`src/hw/rtl/plb_pkg.sv`:
```
// Shared types and constants for the positional list buffer.
// Used by the cell, the core and the port checker; depends on nothing else.
package plb_pkg;

  localparam int unsigned CAPACITY_DEF  = 64;
  localparam int unsigned WORD_BITS_DEF = 32;

  // Fixed widths of the external fields. Index and count hold up to 127.
  localparam int unsigned CntW = 7;
  localparam int unsigned IdxW = 7;
  localparam int unsigned PosW = 8;
  localparam int unsigned ValW = 32;
  localparam int unsigned OpW  = 3;
  localparam int unsigned StW  = 2;

  typedef enum logic [OpW-1:0] {
    OP_INS_FRONT = 3'd0,
    OP_INS_BACK  = 3'd1,
    OP_INS_AT    = 3'd2,
    OP_REM_FRONT = 3'd3,
    OP_REM_BACK  = 3'd4,
    OP_REM_AT    = 3'd5
  } op_e;

  typedef enum logic [StW-1:0] {
    ST_OK    = 2'd0,
    ST_EMPTY = 2'd1,
    ST_FULL  = 2'd2
  } status_e;

  // Control broadcast to every cell of the chain.
  typedef struct packed {
    logic            ins;
    logic            rem;
    logic [IdxW-1:0] idx;
  } cell_ctrl_t;

endpackage

```
`src/hw/rtl/plb_cell.sv`:
```
// One storage cell of the list chain: holds a single word and shifts it
// toward or away from its neighbors. Depends on plb_pkg.
module plb_cell #(
  parameter int unsigned WORD_BITS = plb_pkg::WORD_BITS_DEF,
  parameter int unsigned INDEX     = 0
) (
  input  logic                   clk_i,
  input  plb_pkg::cell_ctrl_t    ctrl_i,
  input  logic [WORD_BITS-1:0]   left_i,
  input  logic [WORD_BITS-1:0]   right_i,
  input  logic [WORD_BITS-1:0]   new_word_i,
  output logic [WORD_BITS-1:0]   word_o,
  output logic [WORD_BITS-1:0]   hit_word_o
);

  localparam logic [plb_pkg::IdxW-1:0] MyIdx = plb_pkg::IdxW'(INDEX);

  logic [WORD_BITS-1:0] word_q, word_d;
  logic                 at_idx, past_idx;

  assign at_idx   = (ctrl_i.idx == MyIdx);
  assign past_idx = (MyIdx > ctrl_i.idx);

  always_comb begin
    word_d = word_q;
    if (ctrl_i.ins) begin
      if (past_idx) begin
        word_d = left_i;
      end else if (at_idx) begin
        word_d = new_word_i;
      end
    end else if (ctrl_i.rem) begin
      if (past_idx || at_idx) begin
        word_d = right_i;
      end
    end
  end

  always_ff @(posedge clk_i) begin
    word_q <= word_d;
  end

  assign word_o     = word_q;
  assign hit_word_o = at_idx ? word_q : '0;

endmodule

```
`config.mk`:
```
export PLATFORM = sky130hd
export DESIGN_NAME = plb_cell
export DESIGN_NICKNAME = d
export VERILOG_FILES = /design/src/hw/rtl/plb_pkg.sv /design/src/hw/rtl/plb_cell.sv
export SDC_FILE = /design/constraint.sdc
export NUM_CORES = 1
export LEC_CHECK = 0
export BUFFER_PORTS_ARGS = -buffer_cell sky130_fd_sc_hd__buf_2
export CAP_MARGIN = 20
export CORE_MARGIN = 5
export CORE_UTILIZATION = 25
export CTS_CLUSTER_SIZE = 14
export DETAILED_ROUTE_END_ITERATION = 12
export PLACE_DENSITY = 0.68
export SYNTH_ARGS = -nofsm -noshare
export SYNTH_HDL_FRONTEND = slang
export SYNTH_SLANG_ARGS = --single-unit
```
`constraint.sdc`:
```
create_clock -name clk_i -period 6.1 [get_ports clk_i]
set_clock_uncertainty 0.05 [all_clocks]
set_input_delay 1.22 -clock clk_i [delete_from_list [all_inputs] [get_ports clk_i]]
set_output_delay 1.22 -clock clk_i [all_outputs]
set_load 0.03 [all_outputs]
```
==> reports/qor.txt <==
TNS Setup: 0 ps
vias per std cell: 4.10
first-pass GRT wire length: 8180 um
hold path depth: 2
Adder-Cell Fraction of Synth Area: 0%
fmax: 253 MHz
max reg flops: 32
CTS resizes: 0
core area: 0.00729 sq mm
hold buffers post-CTS: 0
clock root cell: clkbuf_8
met2 global-route usage: 20.3%
met1 usage: 10.5%
multiplexer area fraction after synthesis: 19.1%
Placed Area: 0.00260 sq mm
Area Overhead vs Synth: 42.3%
Die Span Y: 96.9 um
Initial Util: 25.9%
Yosys cell types: 12
DRC Markers: 0
Final Worst Setup Slack: 2140 ps
DRT iter0 DRCs: 28
M3 GR Usage: 3.88%
worst slack at placement: 2120 ps
initial antenna violation count: 0
maximum clock path buffer count: 2
largest cells by area after synthesis: edfxtp_1 51%, mux2_2 19%, nor3_2 16%
largest net degree at the start of global routing: 34
Setup crit start kind: input pin
VDD IR max: 0.0000949 V
cell taking the most area after synthesis: edfxtp_1
outcome: complete, no violations
All-Layer GR Usage: 10.8%
syn nets: 250
Crit path largest cell delay: 880 ps
Pwr Density: 172 mW/mm^2
Synth Area in Simple Gates: 17.8%
Power Total: 0.000461 W
Req. time, crit path: 4830 ps
mapped cell area: 0.00189 sq mm
CTS Buf Count: 5
CP Max Fanout: 33
total grt overflow: 0
Die ar.: 0.00938 sq mm
Routed Antenna Nets: 0
post-DP HPWL: 3810 um
Post-Synth XOR/XNOR Area: 0%
Ports: 170
register area share after synthesis: 50.9%
Yosys warnings: 0
Final setup viols: 0
Setup Crit Path Kind: in2out
crit-path most repeated cell: buf_2
post-CTS setup buffers: 0
final hold violation count: 0
layout cells sized above 1: 75.2%
die width: 96.9 um
Final Cell Area: 0.00269 sq mm
drt wl/cell: 13.3 um
Detailed Route WL: 5000 um
multi-input logic area: 703 sq um
area fraction of the dominant cell type after synthesis: 50.9%
via count: 1,544
row count: 31
fillcell total: 763
largest family of logic cells by synthesized area: multiplexers
antenna cell count: 0
GR peak layer: met2
Worst Hold Class: in2reg
H-tree depth: 2
Slew headroom: 35.9%
Pre-antenna DRT Iters: 4
CTS tree: done
crit path DAT: 2690 ps
Max Cap Violations: 0
Slew @ Worst Pin: 962 ps
LEAKAGE: 1.24 nW
number of global-route vias before repair: 1,677
Final Wtd Congestion: 0.712
clk slew on worst S/H paths: 70 ps
cells after synthesis: 144
Worst setup EP type: output pin
worst-path cell chain: buf_2 > or3_2 > nor3_1 > buf_2
synthesized area per cell: 13.1 sq um
Port Buffers: 137
Slowest-stage cell, CP: or3_2
compound-gate portion of the synthesized area: 0%
sequential cell area: 961 sq um
Final Critical Period: 3960 ps
period utilization: 64.8%
clock sinks: 32
Synth Register Bits: 32
unrepaired setup endpoints after global routing: no
nets@finish: 383
Max Slew Vio Count: 0
==> power by group <==
part / internal (W) / switching, W / total (W)
sequential: 0.000245 / 0.000000524 / 0.000245
combinational: 0.0000333 / 0.0000256 / 0.0000589
clock: 0.0000790 / 0.0000775 / 0.000157
==> stage by stage <==
stage	std cells	utilization [%]	hold WS (ps)
floorplan	144	-	1390
global placement	369	35.7	1470
detailed placement	369	35.7	1470
CTS	377	36.8	1170
global route	377	36.8	1180
finish	377	36.8	1190
==> cells by family (layout without fill, tap and decap cells) <==
logic type    Yosys count  after routing
mux                    32             32
buf+inv                44            178
flops                  32             32
simple gates           36             36
==> per-layer routing <==
layer | wire (um) | up-vias | part of all wire [%]
met5 | 0 | - | 0
met3 | 411 | 9 | 8.2
met2 | 2650 | 74 | 53
li1 | - | 754 | -
met1 | 1830 | 707 | 37
met4 | 107 | 0 | 2.1
==> synthesized netlist by cell type <==
cell / count
nor2_1: 1
nor3_1: 3
mux2_2: 32
nor3_2: 30
inv_1: 32
clkbuf_1: 2
buf_6: 1
buf_2: 6
or4_4: 1
buf_12: 3
edfxtp_1: 32
or3_1: 1
==> placed cells by master (no fill, tap or decap) <==
cell type   count
buf_2         137
buf_4           1
clkbuf_1        1
clkbuf_8        5
clkinv_1        1
clkinvlp_4      1
edfxtp_1       32
inv_1          32
mux2_2         32
nor2_1          1
nor3_1          2
nor3_2         31
or3_2           1
or4_4           1
==> worst max-delay path: cells and delay by family <==
kind | cells | cell delay [ps]
AND/OR/NAND/NOR | 2 | 1140
buffers and inverters | 2 | 320
==> worst paths after layout <==
path                           from              to
worst min-delay path  new_word_i[2]       word_o[2]
worst max-delay path      ctrl_i[3]  hit_word_o[31]
==> layout make-up <==
type                            count  area share, %
Tap cell                           99           4.61
Clock inverter                      2          0.419
Multi-Input combinational cell     68           26.2
Inverter                           32           4.47
Timing Repair Buffer              138           25.8
Sequential cell                    32           35.8
Clock buffer                        6           2.70
Power figures use the tool's default switching activity.
